## config.mk

```make
export PLATFORM = sky130hd
export DESIGN_NAME = anagram_window_matcher_flat
export DESIGN_NICKNAME = d
export VERILOG_FILES = /design/src/awm_pkg.sv /design/src/awm_text_if.sv /design/src/awm_result_if.sv /design/src/awm_count_table.sv /design/src/anagram_window_matcher.sv /design/src/flat_wrapper.sv
export SDC_FILE = /design/constraint.sdc
export NUM_CORES = 2
export LEC_CHECK = 0
export ABC_AREA = 1
export BUFFER_PORTS_ARGS = -buffer_cell sky130_fd_sc_hd__buf_2
export CAP_MARGIN = 20
export CORE_ASPECT_RATIO = 1.25
export CORE_MARGIN = 2
export CORE_UTILIZATION = 57
export CTS_CLUSTER_SIZE = 14
export DETAILED_ROUTE_END_ITERATION = 8
export GPL_ROUTABILITY_DRIVEN = 0
export HOLD_SLACK_MARGIN = 0.15
export PLACE_DENSITY = 0.76
export SETUP_SLACK_MARGIN = 0.2
export SLEW_MARGIN = 10
export SYNTH_ARGS = -nofsm -noshare
export SYNTH_HDL_FRONTEND = slang
export SYNTH_SLANG_ARGS = --single-unit
```

## constraint.sdc

```tcl
create_clock -name i_clk -period 18.62 [get_ports i_clk]
set_input_delay 2.793 -clock i_clk [delete_from_list [all_inputs] [get_ports i_clk]]
set_output_delay 2.793 -clock i_clk [all_outputs]
set_load 0.02 [all_outputs]
```

## src/awm_pkg.sv

```systemverilog
// shared types and constants for the anagram window matcher
package awm_pkg;

    localparam int BYTE_W      = 8;
    localparam int CNT_W       = 6;
    localparam int NZ_W        = 9;
    localparam int TABLE_DEPTH = 256;
    localparam int START_W     = 16;
    localparam int CFG_IDX_W   = 2;
    localparam int CFG_DATA_W  = 64;
    localparam int CFG_LEN_W   = 5;

    // configuration register indexes
    localparam logic [CFG_IDX_W-1:0] CFG_PAT_LO  = 2'd0;
    localparam logic [CFG_IDX_W-1:0] CFG_PAT_HI  = 2'd1;
    localparam logic [CFG_IDX_W-1:0] CFG_PAT_LEN = 2'd2;

    // sequencer states
    typedef enum logic [2:0] {
        ST_IDLE,
        ST_LOAD,
        ST_REMOVE,
        ST_ADD,
        ST_WAIT,
        ST_DONE
    } t_state;

    // one read-modify-write request to the count table
    typedef struct packed {
        logic              valid;
        logic [BYTE_W-1:0] addr;
        logic              inc;
    } t_adj_req;

endpackage

```

## src/awm_text_if.sv

```systemverilog
// handshake channel carrying text beats
interface awm_text_if;
    logic       valid;
    logic       ready;
    logic [7:0] text_byte;
    logic       restart;

    modport source (output valid, output text_byte, output restart, input ready);
    modport sink   (input valid, input text_byte, input restart, output ready);
endinterface

```

## src/awm_result_if.sv

```systemverilog
// handshake channel carrying result beats
interface awm_result_if;
    logic        valid;
    logic        ready;
    logic        match;
    logic [15:0] match_start;

    modport source (output valid, output match, output match_start, input ready);
    modport sink   (input valid, input match, input match_start, output ready);
endinterface

```

## src/awm_count_table.sv

```systemverilog
// per-byte-value count difference memory with nonzero entry tracking
module awm_count_table
    import awm_pkg::*;
(
    input  logic            i_clk,
    input  logic            i_rst_n,
    input  logic            i_clear,
    input  t_adj_req        i_req,
    output logic [NZ_W-1:0] o_nonzero
);

    logic signed [CNT_W-1:0] mem [TABLE_DEPTH];
    logic [TABLE_DEPTH-1:0]  r_vld;
    logic [NZ_W-1:0]         r_nonzero;

    logic                    r_s2_valid;
    logic [BYTE_W-1:0]       r_s2_addr;
    logic                    r_s2_inc;
    logic                    r_s2_vbit;
    logic                    r_s2_fwd;
    logic signed [CNT_W-1:0] r_fwd_data;
    logic signed [CNT_W-1:0] r_rd_data;

    logic signed [CNT_W-1:0] w_before;
    logic signed [CNT_W-1:0] w_after;

    // memory read at request time, written back in the following cycle
    always_ff @(posedge i_clk) begin
        if (i_req.valid) begin
            r_rd_data <= mem[i_req.addr];
        end
        if (r_s2_valid) begin
            mem[r_s2_addr] <= w_after;
        end
    end

    // second-stage payload, forward when the pending write hits the new address
    always_ff @(posedge i_clk) begin
        r_s2_addr  <= i_req.addr;
        r_s2_inc   <= i_req.inc;
        r_s2_vbit  <= r_vld[i_req.addr];
        r_s2_fwd   <= r_s2_valid && (r_s2_addr == i_req.addr);
        r_fwd_data <= w_after;
    end

    // modify: entries never written since clear read as zero
    always_comb begin
        if (r_s2_fwd) begin
            w_before = r_fwd_data;
        end else if (r_s2_vbit) begin
            w_before = r_rd_data;
        end else begin
            w_before = '0;
        end
        w_after = r_s2_inc ? (w_before + CNT_W'(1)) : (w_before - CNT_W'(1));
    end

    // valid bits and nonzero count
    always_ff @(posedge i_clk) begin
        if (!i_rst_n) begin
            r_s2_valid <= 1'b0;
            r_vld      <= '0;
            r_nonzero  <= '0;
        end else begin
            r_s2_valid <= i_req.valid;
            if (i_clear) begin
                r_vld     <= '0;
                r_nonzero <= '0;
            end else if (r_s2_valid) begin
                r_vld[r_s2_addr] <= 1'b1;
                if ((w_before == '0) && (w_after != '0)) begin
                    r_nonzero <= r_nonzero + NZ_W'(1);
                end else if ((w_before != '0) && (w_after == '0)) begin
                    r_nonzero <= r_nonzero - NZ_W'(1);
                end
            end
        end
    end

    assign o_nonzero = r_nonzero;

    // checks
    a_nz_bound: assert property (@(posedge i_clk) disable iff (!i_rst_n)
        r_nonzero <= NZ_W'(TABLE_DEPTH))
        else $error("nonzero count exceeds table depth");

    a_nz_step: assert property (@(posedge i_clk) disable iff (!i_rst_n)
        !i_clear |=> (r_nonzero == $past(r_nonzero)) ||
                     (r_nonzero == $past(r_nonzero) + NZ_W'(1)) ||
                     (r_nonzero == $past(r_nonzero) - NZ_W'(1)))
        else $error("nonzero count moved by more than one");

    a_clear: assert property (@(posedge i_clk) disable iff (!i_rst_n)
        i_clear && !i_req.valid |=> (r_nonzero == '0) && (r_vld == '0))
        else $error("clear did not empty the table");

endmodule

```

## src/anagram_window_matcher.sv

```systemverilog
// anagram window matcher top level: sequencer, window ring and result register
// each text beat runs through the remove, add, wait and done states; a restart beat first loads the pattern
// into the table, and before the first restart a beat goes straight to done; a new beat is taken only in idle
// the step order is set by the read-modify-write steps on the count table (one read, one write port)
// reset: synchronous, clears control state and all table valid bits
// a restart empties the table the same way, with no clearing sweep
module anagram_window_matcher
    import awm_pkg::*;
#(
    parameter int MAX_PATTERN = 16,
    parameter int INDEX_BITS  = 16
) (
    input  logic                  i_clk,
    input  logic                  i_rst_n,
    input  logic                  i_cfg_we,
    input  logic [CFG_IDX_W-1:0]  i_cfg_idx,
    input  logic [CFG_DATA_W-1:0] i_cfg_data,
    awm_text_if.sink              i_text,
    awm_result_if.source          o_result
);

    localparam int LEN_W = $clog2(MAX_PATTERN + 1);
    localparam int PTR_W = (MAX_PATTERN > 1) ? $clog2(MAX_PATTERN) : 1;

    // configuration registers
    logic [CFG_DATA_W-1:0] r_pat_lo;
    logic [CFG_DATA_W-1:0] r_pat_hi;
    logic [CFG_LEN_W-1:0]  r_cfg_len;

    // control state
    t_state                r_state;
    t_state                n_state;
    logic [LEN_W-1:0]      r_len;
    logic [LEN_W-1:0]      r_fill;
    logic [PTR_W-1:0]      r_ptr;
    logic [PTR_W-1:0]      r_k;
    logic [INDEX_BITS-1:0] r_pos;
    logic                  r_out_valid;

    // payload state
    logic [BYTE_W-1:0]     r_byte;
    logic [BYTE_W-1:0]     r_win  [MAX_PATTERN];
    logic [BYTE_W-1:0]     r_lpat [MAX_PATTERN];
    logic                  r_out_match;
    logic [START_W-1:0]    r_out_start;

    logic                  w_in_ready;
    logic                  w_accept;
    logic                  w_out_load;
    logic                  w_clear;
    t_adj_req              w_req;
    logic [NZ_W-1:0]       w_nonzero;
    logic [LEN_W-1:0]      w_len_clamp;
    logic [LEN_W-1:0]      w_ptr_inc;
    logic [LEN_W-1:0]      w_k_inc;
    logic                  w_full;
    logic                  w_match;
    logic [INDEX_BITS-1:0] w_start;
    logic [2*CFG_DATA_W-1:0] w_pat_all;

    assign w_accept  = i_text.valid && w_in_ready;
    assign w_pat_all = {r_pat_hi, r_pat_lo};
    assign w_ptr_inc = LEN_W'(r_ptr) + LEN_W'(1);
    assign w_k_inc   = LEN_W'(r_k) + LEN_W'(1);
    assign w_full    = (r_fill >= r_len);
    assign w_match   = (r_len != '0) && w_full && (w_nonzero == '0);
    assign w_start   = r_pos - INDEX_BITS'(r_len) + INDEX_BITS'(1);

    // length clamp at latch time
    always_comb begin
        if (r_cfg_len == '0) begin
            w_len_clamp = LEN_W'(1);
        end else if (r_cfg_len > CFG_LEN_W'(MAX_PATTERN)) begin
            w_len_clamp = LEN_W'(MAX_PATTERN);
        end else begin
            w_len_clamp = LEN_W'(r_cfg_len);
        end
    end

    // configuration writes
    always_ff @(posedge i_clk) begin
        if (!i_rst_n) begin
            r_pat_lo  <= '0;
            r_pat_hi  <= '0;
            r_cfg_len <= CFG_LEN_W'(1);
        end else if (i_cfg_we) begin
            case (i_cfg_idx)
                CFG_PAT_LO:  r_pat_lo  <= i_cfg_data;
                CFG_PAT_HI:  r_pat_hi  <= i_cfg_data;
                CFG_PAT_LEN: r_cfg_len <= i_cfg_data[CFG_LEN_W-1:0];
                default: ;
            endcase
        end
    end

    // sequencer: next state and table requests
    always_comb begin
        n_state    = r_state;
        w_req      = '0;
        w_in_ready = 1'b0;
        w_out_load = 1'b0;
        w_clear    = 1'b0;
        case (r_state)
            ST_IDLE: begin
                w_in_ready = 1'b1;
                if (i_text.valid) begin
                    if (i_text.restart) begin
                        w_clear = 1'b1;
                        n_state = ST_LOAD;
                    end else if (r_len == '0) begin
                        n_state = ST_DONE;
                    end else begin
                        n_state = ST_REMOVE;
                    end
                end
            end
            ST_LOAD: begin
                w_req.valid = 1'b1;
                w_req.addr  = r_lpat[r_k];
                w_req.inc   = 1'b0;
                if (w_k_inc >= r_len) begin
                    n_state = ST_REMOVE;
                end
            end
            ST_REMOVE: begin
                w_req.valid = w_full;
                w_req.addr  = r_win[r_ptr];
                w_req.inc   = 1'b0;
                n_state     = ST_ADD;
            end
            ST_ADD: begin
                w_req.valid = 1'b1;
                w_req.addr  = r_byte;
                w_req.inc   = 1'b1;
                n_state     = ST_WAIT;
            end
            ST_WAIT: begin
                n_state = ST_DONE;
            end
            ST_DONE: begin
                if (!r_out_valid || o_result.ready) begin
                    w_out_load = 1'b1;
                    n_state    = ST_IDLE;
                end
            end
            default: begin
                n_state = ST_IDLE;
            end
        endcase
    end

    // control registers
    always_ff @(posedge i_clk) begin
        if (!i_rst_n) begin
            r_state     <= ST_IDLE;
            r_len       <= '0;
            r_fill      <= '0;
            r_ptr       <= '0;
            r_k         <= '0;
            r_pos       <= '0;
            r_out_valid <= 1'b0;
        end else begin
            r_state <= n_state;
            if (w_accept && i_text.restart) begin
                r_len  <= w_len_clamp;
                r_fill <= '0;
                r_ptr  <= '0;
                r_k    <= '0;
                r_pos  <= '0;
            end
            if (r_state == ST_LOAD) begin
                r_k <= r_k + PTR_W'(1);
            end
            if (r_state == ST_ADD) begin
                r_ptr <= (w_ptr_inc >= r_len) ? '0 : PTR_W'(w_ptr_inc);
                if (!w_full) begin
                    r_fill <= r_fill + LEN_W'(1);
                end
            end
            if (w_out_load) begin
                r_pos       <= r_pos + INDEX_BITS'(1);
                r_out_valid <= 1'b1;
            end else if (o_result.ready) begin
                r_out_valid <= 1'b0;
            end
        end
    end

    // payload registers: input beat, window ring, latched pattern, result
    always_ff @(posedge i_clk) begin
        if (w_accept) begin
            r_byte <= i_text.text_byte;
            if (i_text.restart) begin
                for (int i = 0; i < MAX_PATTERN; i++) begin
                    r_lpat[i] <= w_pat_all[i*BYTE_W +: BYTE_W];
                end
            end
        end
        if (r_state == ST_ADD) begin
            r_win[r_ptr] <= r_byte;
        end
        if (w_out_load) begin
            r_out_match <= w_match;
            r_out_start <= w_match ? START_W'(w_start) : '0;
        end
    end

    awm_count_table u_table (
        .i_clk     (i_clk),
        .i_rst_n   (i_rst_n),
        .i_clear   (w_clear),
        .i_req     (w_req),
        .o_nonzero (w_nonzero)
    );

    assign i_text.ready         = w_in_ready;
    assign o_result.valid       = r_out_valid;
    assign o_result.match       = r_out_match;
    assign o_result.match_start = r_out_start;

    // checks
    a_len_range: assert property (@(posedge i_clk) disable iff (!i_rst_n)
        r_len <= LEN_W'(MAX_PATTERN))
        else $error("latched length above maximum");

    a_fill_bound: assert property (@(posedge i_clk) disable iff (!i_rst_n)
        r_fill <= r_len)
        else $error("window fill beyond window length");

    a_ptr_bound: assert property (@(posedge i_clk) disable iff (!i_rst_n)
        (r_len != '0) |-> (LEN_W'(r_ptr) < r_len))
        else $error("ring pointer outside window");

    a_no_match_zero: assert property (@(posedge i_clk) disable iff (!i_rst_n)
        o_result.valid && !o_result.match |-> (o_result.match_start == '0))
        else $error("start index set without a match");

endmodule
```

## src/flat_wrapper.sv

```systemverilog
// flat-port wrapper written by rule: the top's interface ports become plain ports
module anagram_window_matcher_flat import awm_pkg::*;
#(
    parameter int MAX_PATTERN = 16,
    parameter int INDEX_BITS  = 16
)
  (i_clk, i_rst_n, i_cfg_we, i_cfg_idx, i_cfg_data, i_text_valid, i_text_text_byte, i_text_restart, i_text_ready, o_result_valid, o_result_match, o_result_match_start, o_result_ready);
  awm_text_if i_text_i ();
  awm_result_if o_result_i ();
  input  logic i_clk;
  input  logic i_rst_n;
  input  logic i_cfg_we;
  input  logic [CFG_IDX_W-1:0] i_cfg_idx;
  input  logic [CFG_DATA_W-1:0] i_cfg_data;
  input wire logic [$bits(i_text_i.valid)-1:0] i_text_valid;
  input wire logic [$bits(i_text_i.text_byte)-1:0] i_text_text_byte;
  input wire logic [$bits(i_text_i.restart)-1:0] i_text_restart;
  output wire logic [$bits(i_text_i.ready)-1:0] i_text_ready;
  output wire logic [$bits(o_result_i.valid)-1:0] o_result_valid;
  output wire logic [$bits(o_result_i.match)-1:0] o_result_match;
  output wire logic [$bits(o_result_i.match_start)-1:0] o_result_match_start;
  input wire logic [$bits(o_result_i.ready)-1:0] o_result_ready;
  assign i_text_i.valid = i_text_valid;
  assign i_text_i.text_byte = i_text_text_byte;
  assign i_text_i.restart = i_text_restart;
  assign i_text_ready = i_text_i.ready;
  assign o_result_valid = o_result_i.valid;
  assign o_result_match = o_result_i.match;
  assign o_result_match_start = o_result_i.match_start;
  assign o_result_i.ready = o_result_ready;
  anagram_window_matcher #(.MAX_PATTERN(MAX_PATTERN), .INDEX_BITS(INDEX_BITS)) u_core (.i_clk(i_clk), .i_rst_n(i_rst_n), .i_cfg_we(i_cfg_we), .i_cfg_idx(i_cfg_idx), .i_cfg_data(i_cfg_data), .i_text(i_text_i), .o_result(o_result_i));
endmodule
```

Word level (Yosys, flattened, before mapping)

Memories as Yosys holds them, arrays and structs flattened. A register that Yosys moved wholly into a read port is not among the register bits.
Cells that the tools add are included.

Bits in latches: 0
Word-level logic and storage cells: 131
Output and inout port bits: 19
ROM bits: 0
Memories: 3
Input bits: 80
Flip-flop bits (word level): 479
Memory bits (writable): 1792

Memory list:

| memory             | depth | bits a word | rd ports | clocked after memory_dff | wr ports | RTL line                     | text |
|---|---|---|---|---|---|---|---|
| u_core.u_table.mem | 256   | 6           | 1        | 1                        | 1        | awm_count_table.sv:12        | `logic signed [CNT_W-1:0] mem [TABLE_DEPTH];` |
| u_core.r_lpat      | 16    | 8           | 1        | 1                        | 16       | anagram_window_matcher.sv:43 | `logic [BYTE_W-1:0] r_lpat [MAX_PATTERN];` |
| u_core.r_win       | 16    | 8           | 1        | 1                        | 1        | anagram_window_matcher.sv:42 | `logic [BYTE_W-1:0] r_win [MAX_PATTERN];` |

Bitwise operators: 2
Multiplexer cells: 45
Shift operators: 0
Equality and inequality tests: 11
Div/mod/pow operators: 0
Add/subtract/negate cells: 11
Magnitude comparators: 7
Multipliers: 0
Reduce and logical (&&, ||, !) cells: 31

Operator list:

| kind                                                       | number |
|---|---|
| bitwise OR 256 bit                                         | 1 |
| adder 16 x 1 -> 16 bit, second input constant              | 2 |
| two-way mux 16 bit                                         | 2 |
| two-way mux 4 bit                                          | 8 |
| one-hot mux 10 bit (3 select lines)                        | 1 |
| two-way mux 5 bit                                          | 5 |
| less-than comparator 8 x 9 -> 1 bit, second input constant | 2 |
| two-way mux 6 bit                                          | 3 |
| two-way mux 9 bit                                          | 2 |
| one-hot mux 3 bit (6 select lines)                         | 1 |
| two-way mux 1 bit                                          | 16 |
| subtractor 16 x 5 -> 16 bit                                | 1 |
| >= comparator 5 bit                                        | 3 |
| two-way mux 3 bit                                          | 5 |
| zero test 6 bit                                            | 2 |
| nonzero test 6 bit                                         | 2 |
| adder 4 x 1 -> 5 bit, second input constant                | 2 |
| zero test 5 bit                                            | 2 |
| nonzero test 2 bit                                         | 5 |
| adder 9 x 1 -> 9 bit, second input constant                | 1 |
| zero test 9 bit                                            | 1 |
| subtractor 9 x 1 -> 9 bit, second input constant           | 1 |
| binary-select mux 1 bit (select 8 bit)                     | 1 |
| demux 1 bit (select 8 bit)                                 | 1 |
| 24 further kinds                                           | 37 |

Longest topological paths before layout

Depth after elaboration: 8
Gate-level depth with buffers: 30
Gate-level depth less buffers: 30

By module

From an unflattened synthesis, not the netlist that was laid out.

Cell total of the unflattened synthesis: 9163
Area, all modules: 94211.6 um^2

By module, submodules not included:

| module                 | instances | cells each | area an instance (um^2) |
|---|---|---|---|
| awm_count_table        | 1         | 6967       | 74366.3 |
| anagram_window_matcher | 1         | 2196       | 19845.3 |

Least setup slack after synthesis

Ideal clock, no wire load.

Kind: register -> register
Start point: register u_core.u_table.r_s2_fwd
End point: register u_core.u_table.r_nonzero[8], in the netlist u_core.u_table.o_nonzero[8]
Buffers on the path: 0
Cell stages (with the launch flop): 27
Period minus slack after synthesis: 18.644 ns
Data arrival time: 18.524 ns
Data required time: 18.501 ns
Path slack: -0.024 ns
Cells stage by stage: dfxtp_1 a22oi_1 inv_1 fa_1 nand3_1 nand2_1 xor2_1 nor4_1 nand2_1 ha_1 inv_1 ha_1 a21oi_1 o21ai_0 a21oi_1 nor2_1 nor2_1 inv_1 nand2_1 inv_1 nor2_1 inv_1 a21oi_1 o21ai_0 a21o_1 o21ai_0 a21oi_1

Word-level cells in the longest chain between the ends: 7

RTL lines:

| what                                                              | RTL line                                     | text |
|---|---|---|
| from (decl)                                                       | awm_count_table.sv:20                        | `logic r_s2_fwd;` |
| from (signal assigned)                                            | awm_count_table.sv:42                        | `r_s2_fwd <= r_s2_valid && (r_s2_addr == i_req.addr);` |
| two-way mux 6 bit *                                               | awm_count_table.sv:48                        | `if (r_s2_fwd) begin` |
| subtractor 6 x 2 -> 6 bit or adder 6 x 2 -> 6 bit (tied branches) | awm_count_table.sv:55                        | `w_after = r_s2_inc ? (w_before + CNT_W'(1)) : (w_before - CNT_W'(1));` |
| two-way mux 6 bit *                                               | awm_count_table.sv:55                        |  |
| net u_core.u_table.w_after[0]                                     | awm_count_table.sv:25                        | `logic signed [CNT_W-1:0] w_after;` |
| nonzero test 6 bit or zero test 6 bit (tied branches)             | awm_count_table.sv:71, awm_count_table.sv:73 |  |
| logical AND 1 bit (on tied branches)                              | awm_count_table.sv:71, awm_count_table.sv:73 |  |
| nonzero test 2 bit (no source line)                               | -                                            |  |
| AND reduction 2 bit (no source line)                              | -                                            |  |
| to (signal assigned)                                              | awm_count_table.sv:72                        | `r_nonzero <= r_nonzero + NZ_W'(1);` |
| to (signal assigned)                                              | awm_count_table.sv:74                        | `r_nonzero <= r_nonzero - NZ_W'(1);` |
| to (decl)                                                         | awm_count_table.sv:14                        | `logic [NZ_W-1:0] r_nonzero;` |

Mark *: on every way through the listed nets, which the timed path passes. The rest lies on a longest branch.
A chain may end at the register's enable or synchronous reset.

==> impl_summary.md <==
CTS
The number of buffers inserted by hold repair at cts is 0. The setup fix buffers added after clock tree synthesis is 0. The clock reaches the later pin of the worst-skew pair after 0.88 ns.

The post-CTS clock slew at the launch and capture registers of the worst setup and hold paths is 0.07 ns. Clock tree synthesis inserted a total of 205 buffers. TritonCTS built the clock tree. The TritonCTS sink count is 2285. The clock root buffer is sky130_fd_sc_hd__clkbuf_16. Once the clock tree was built, the resizer swapped 0 gates to a different size. The level count of the clock H-tree is 4.

The clock passes through at most 3 buffers.

Critical path
The worst setup path is captured at a register. The critical path goes through inv_2 -> o21ai_1 -> o21ai_1 -> o211ai_1 -> nand2_1 -> nand2_1 -> nand2_1 -> nor2_4 -> buf_4 -> buf_4 -> buf_4 -> nand3_1 -> nand3_1 -> nand3_1 -> nand3_1 -> nand3_1 -> nand3_1 -> nand2_1. For this design, the slowest cell found on the critical path is sky130_fd_sc_hd__buf_4. The worst reg-to-reg path cell count is 18. The nature of the critical path startpoint is a register. The delay of the slowest cell on the worst path is 0.92 ns. The critical path start-end classification is reg2reg. The endpoint identified for the worst register-to-register timing path is u_core.u_table.r_rd_data[0]. Data on the critical path is required at its endpoint by 19.23 ns. The library cell appearing most often on the critical path is sky130_fd_sc_hd__nand3_1. The data arrival time at the worst-slack endpoint is 8.26 ns. The worst reg-to-reg setup slack is 10.97 ns.

The worst-path maximum fanout is 77.

Route
The violation count after the first detailed-routing iteration is 9332. The first detailed-routing pass took 9 iterations. The number of routed nets with antenna violations is 0. Detailed routing inserted a total of 72666 vias. The detailed-route vias per instance is 5.92. The DRC violation count after routing is 0. Wires add up to 266000 um. After detailed routing, the average wire length per cell comes to 21.7 um.

Layout
Compared with the post-synthesis result, the final layout area differs by 8.15%. After the last flow step, the layout net total stands at 9987. The share of cells above drive strength 1 is 0.0531.

Global route
Global routing finished with a remaining overflow of 0. The wire length of the first global-routing pass is 405000 um. The number of global-route vias before repair is 70476. The initial antenna violation count is 5. For this run, the total global-route usage over all layers was measured as 0.296. The maximum number of pins on one net before global-route repair is 220.

Floorplanning
The area of the die is 177000 um^2. The standard-cell row count is 171. The number of top-level pins is 99. The die height is 470 um. The initial utilization of the core area, before any placement, comes to 0.572. Measured along the x axis, the die boundary spans 377 um. The placeable core region is 173000 um^2.

Logic synthesis
The count of flip-flops with a built-in enable after synthesis is 1823. Each instance of the synthesized netlist takes up on average 9.84 um^2. Of the post-synthesis cell area, the dominant cell type holds 0.552. The distinct cell type count of the synthesized netlist is 45. The post-synthesis register bit count is 2285. By area the synthesized netlist is led by sky130_fd_sc_hd__edfxtp_1 (55%), sky130_fd_sc_hd__dfxtp_1 (9.3%), sky130_fd_sc_hd__nand3_1 (7.1%). The cell area after technology mapping is 99200 um^2. In the synthesized netlist the async set-or-reset flop fraction comes to 0. The cell count after synthesis came out at 10079. The synthesized design spends more area on one cell type than any other, namely sky130_fd_sc_hd__edfxtp_1. The flip-flop cell with the highest count after synthesis is sky130_fd_sc_hd__edfxtp_1. Of the synthesized area, sequential elements account for 0.645. During synthesis, Yosys emitted a total of 0 warnings.

Synthesis produced a netlist with a net count of 10224.

STA
Setup repair after global routing left no endpoint under its margin. The setup-violating endpoint count in the final report is 0. The post-route minimum period is 7.65 ns. Measured against its own limit, the worst slew margin works out to 0.173. The worst hold slack across all endpoints is 0.424 ns. The number of hold violations in the final report is 0.

Of the available clock period, the critical path in the final layout requires 0.411. The number of pins exceeding their max-slew limit in the final report is 0. Between clock sinks in the finished design, the worst skew comes to 0.0472 ns. The transition time of the tightest slew-check pin is 1.24 ns. The maximum frequency from static timing analysis is 0.131 GHz. Adding up every negative setup slack in the final design gives 0 ns.

Min path
Counting instances, the worst hold path has a depth of 0. The worst hold path begins at u_core.r_pat_hi[52]. The tightest min-delay check is of the reg2reg type. The worst hold path terminates at u_core.r_lpat[14][4].

Run status
The flow ran to the end, and the final reports show no timing, DRC or antenna violations.

Pwr
The static leakage power is 40.8 nW. For this design the ratio of total power to cell area is 178 nW/um^2. The worst vdd rail ir drop is 0.533 mV.

Run
Across the run, the number of max-cap violations was 0.

Placement
The count of buffers added on input and output ports is 98. The HPWL after detailed placement is 152000 um.
worst max path at each step:
stage | cells past startpoint | to | slack (ns)
global placement | 22 | u_core.u_table.r_rd_data[4] | 11.22
global route | 18 | u_core.u_table.r_rd_data[1] | 10.79
detailed placement | 23 | u_core.u_table.r_rd_data[0] | 11.16
CTS | 23 | u_core.u_table.r_rd_data[0] | 11.12
floorplan | 29 | u_core.u_table.o_nonzero[8] | 3.53
finish | 18 | u_core.u_table.r_rd_data[0] | 10.97
logic make-up after synthesis:
group	Yosys count	synth area share
compound gates	886	0.0501
xor+xnor	26	0.00230
fa+ha+maj	65	0.00843
buf+inv	2218	0.0898
flops	2285	0.645
simple gates	4599	0.204
stage by stage:
step | setup WS, ns | total power [mW] | area [um^2] | instances | util
finish | 10.97 | 19.1 | 107000 | 12278 | 0.619
global route | 10.79 | 19.8 | 107000 | 12272 | 0.619
CTS | 11.12 | 18.9 | 107000 | 12268 | 0.618
detailed placement | 11.16 | 14.8 | 101000 | 11881 | 0.580
global placement | 11.22 | 14.6 | 101000 | 11879 | 0.580
floorplan | 3.53 | 12.4 | 99200 | 10079 | -
cell usage after synthesis, drive strengths merged, types with 3 or more instances:
cell,instances
inv,1566
dfxtp,462
nand3,1404
clkinv,4
xnor2,4
nand2,1415
a22o,3
fa,3
nor2,1294
o21bai,4
ha,62
o221ai,31
a21oi,72
o211ai,112
buf,344
xor2,22
edfxtp,1823
o21ai,613
nand4,460
a221oi,3
clkbuf,304
o21a,11
nor4,5
nor3,18
a22oi,4
o22ai,17
a211oi,8
cell type report:
class	instances	area, um^2
clock buffer	300	5740
antenna	7	17.5
sequential	2285	64000
inverter	1570	5910
timing repair buffer	204	1500
fill	13453	66000
clock inverter	87	843
tap	2249	2810
multi-input combinational	5576	26500
per-layer routing:
metal | vias to the layer above | share of wire | global-route usage
met5 | - | 0.000030 | 0
met4 | 2 | 0.067 | 0.188
met3 | 910 | 0.095 | 0.0532
met2 | 4090 | 0.49 | 0.492
met1 | 34373 | 0.35 | 0.358
li1 | 33291 | - | -
layout by cell type (no fill, tap or decap), types with 98 or more instances in the layout:
master	count
sky130_fd_sc_hd__o21ai_0	316
sky130_fd_sc_hd__buf_2	98
sky130_fd_sc_hd__o21ai_1	297
sky130_fd_sc_hd__o211ai_1	112
sky130_fd_sc_hd__nand3_1	1396
sky130_fd_sc_hd__inv_1	1550
sky130_fd_sc_hd__nand2_1	1413
sky130_fd_sc_hd__nor2_1	1291
sky130_fd_sc_hd__clkbuf_16	207
sky130_fd_sc_hd__edfxtp_1	1823
sky130_fd_sc_hd__nand4_1	460
sky130_fd_sc_hd__dfxtp_1	460
worst max-delay path: cells and delay by family (launching register included):
kind                   cells  cell delay [ns]
buffers and inverters      4             3.10
AND/OR/NAND/NOR           11             2.57
flip-flops                 1             0.80
AO/OA/AOI/OAI              3             0.72
registers in the layout (all words and copies together) (netlist names), 9 cells and up, named ones only:
register	cells
u_core.r_pat_hi	64
u_core.r_win	128
u_core.u_table.o_nonzero	9
u_core.u_table.r_vld	256
u_core.o_result.match_start	16
u_core.r_pos	16
u_core.u_table.mem	1536
u_core.r_pat_lo	64
u_core.r_lpat	128
power by group:
part | leakage, nW | total, mW | internal [mW] | switching [mW]
sequential | 20.1 | 7.43 | 7.35 | 0.0809
combinational | 17.6 | 7.49 | 1.55 | 5.94
clock | 3.20 | 4.16 | 2.27 | 1.88
No activity file was read; power rests on OpenSTA's default activity.
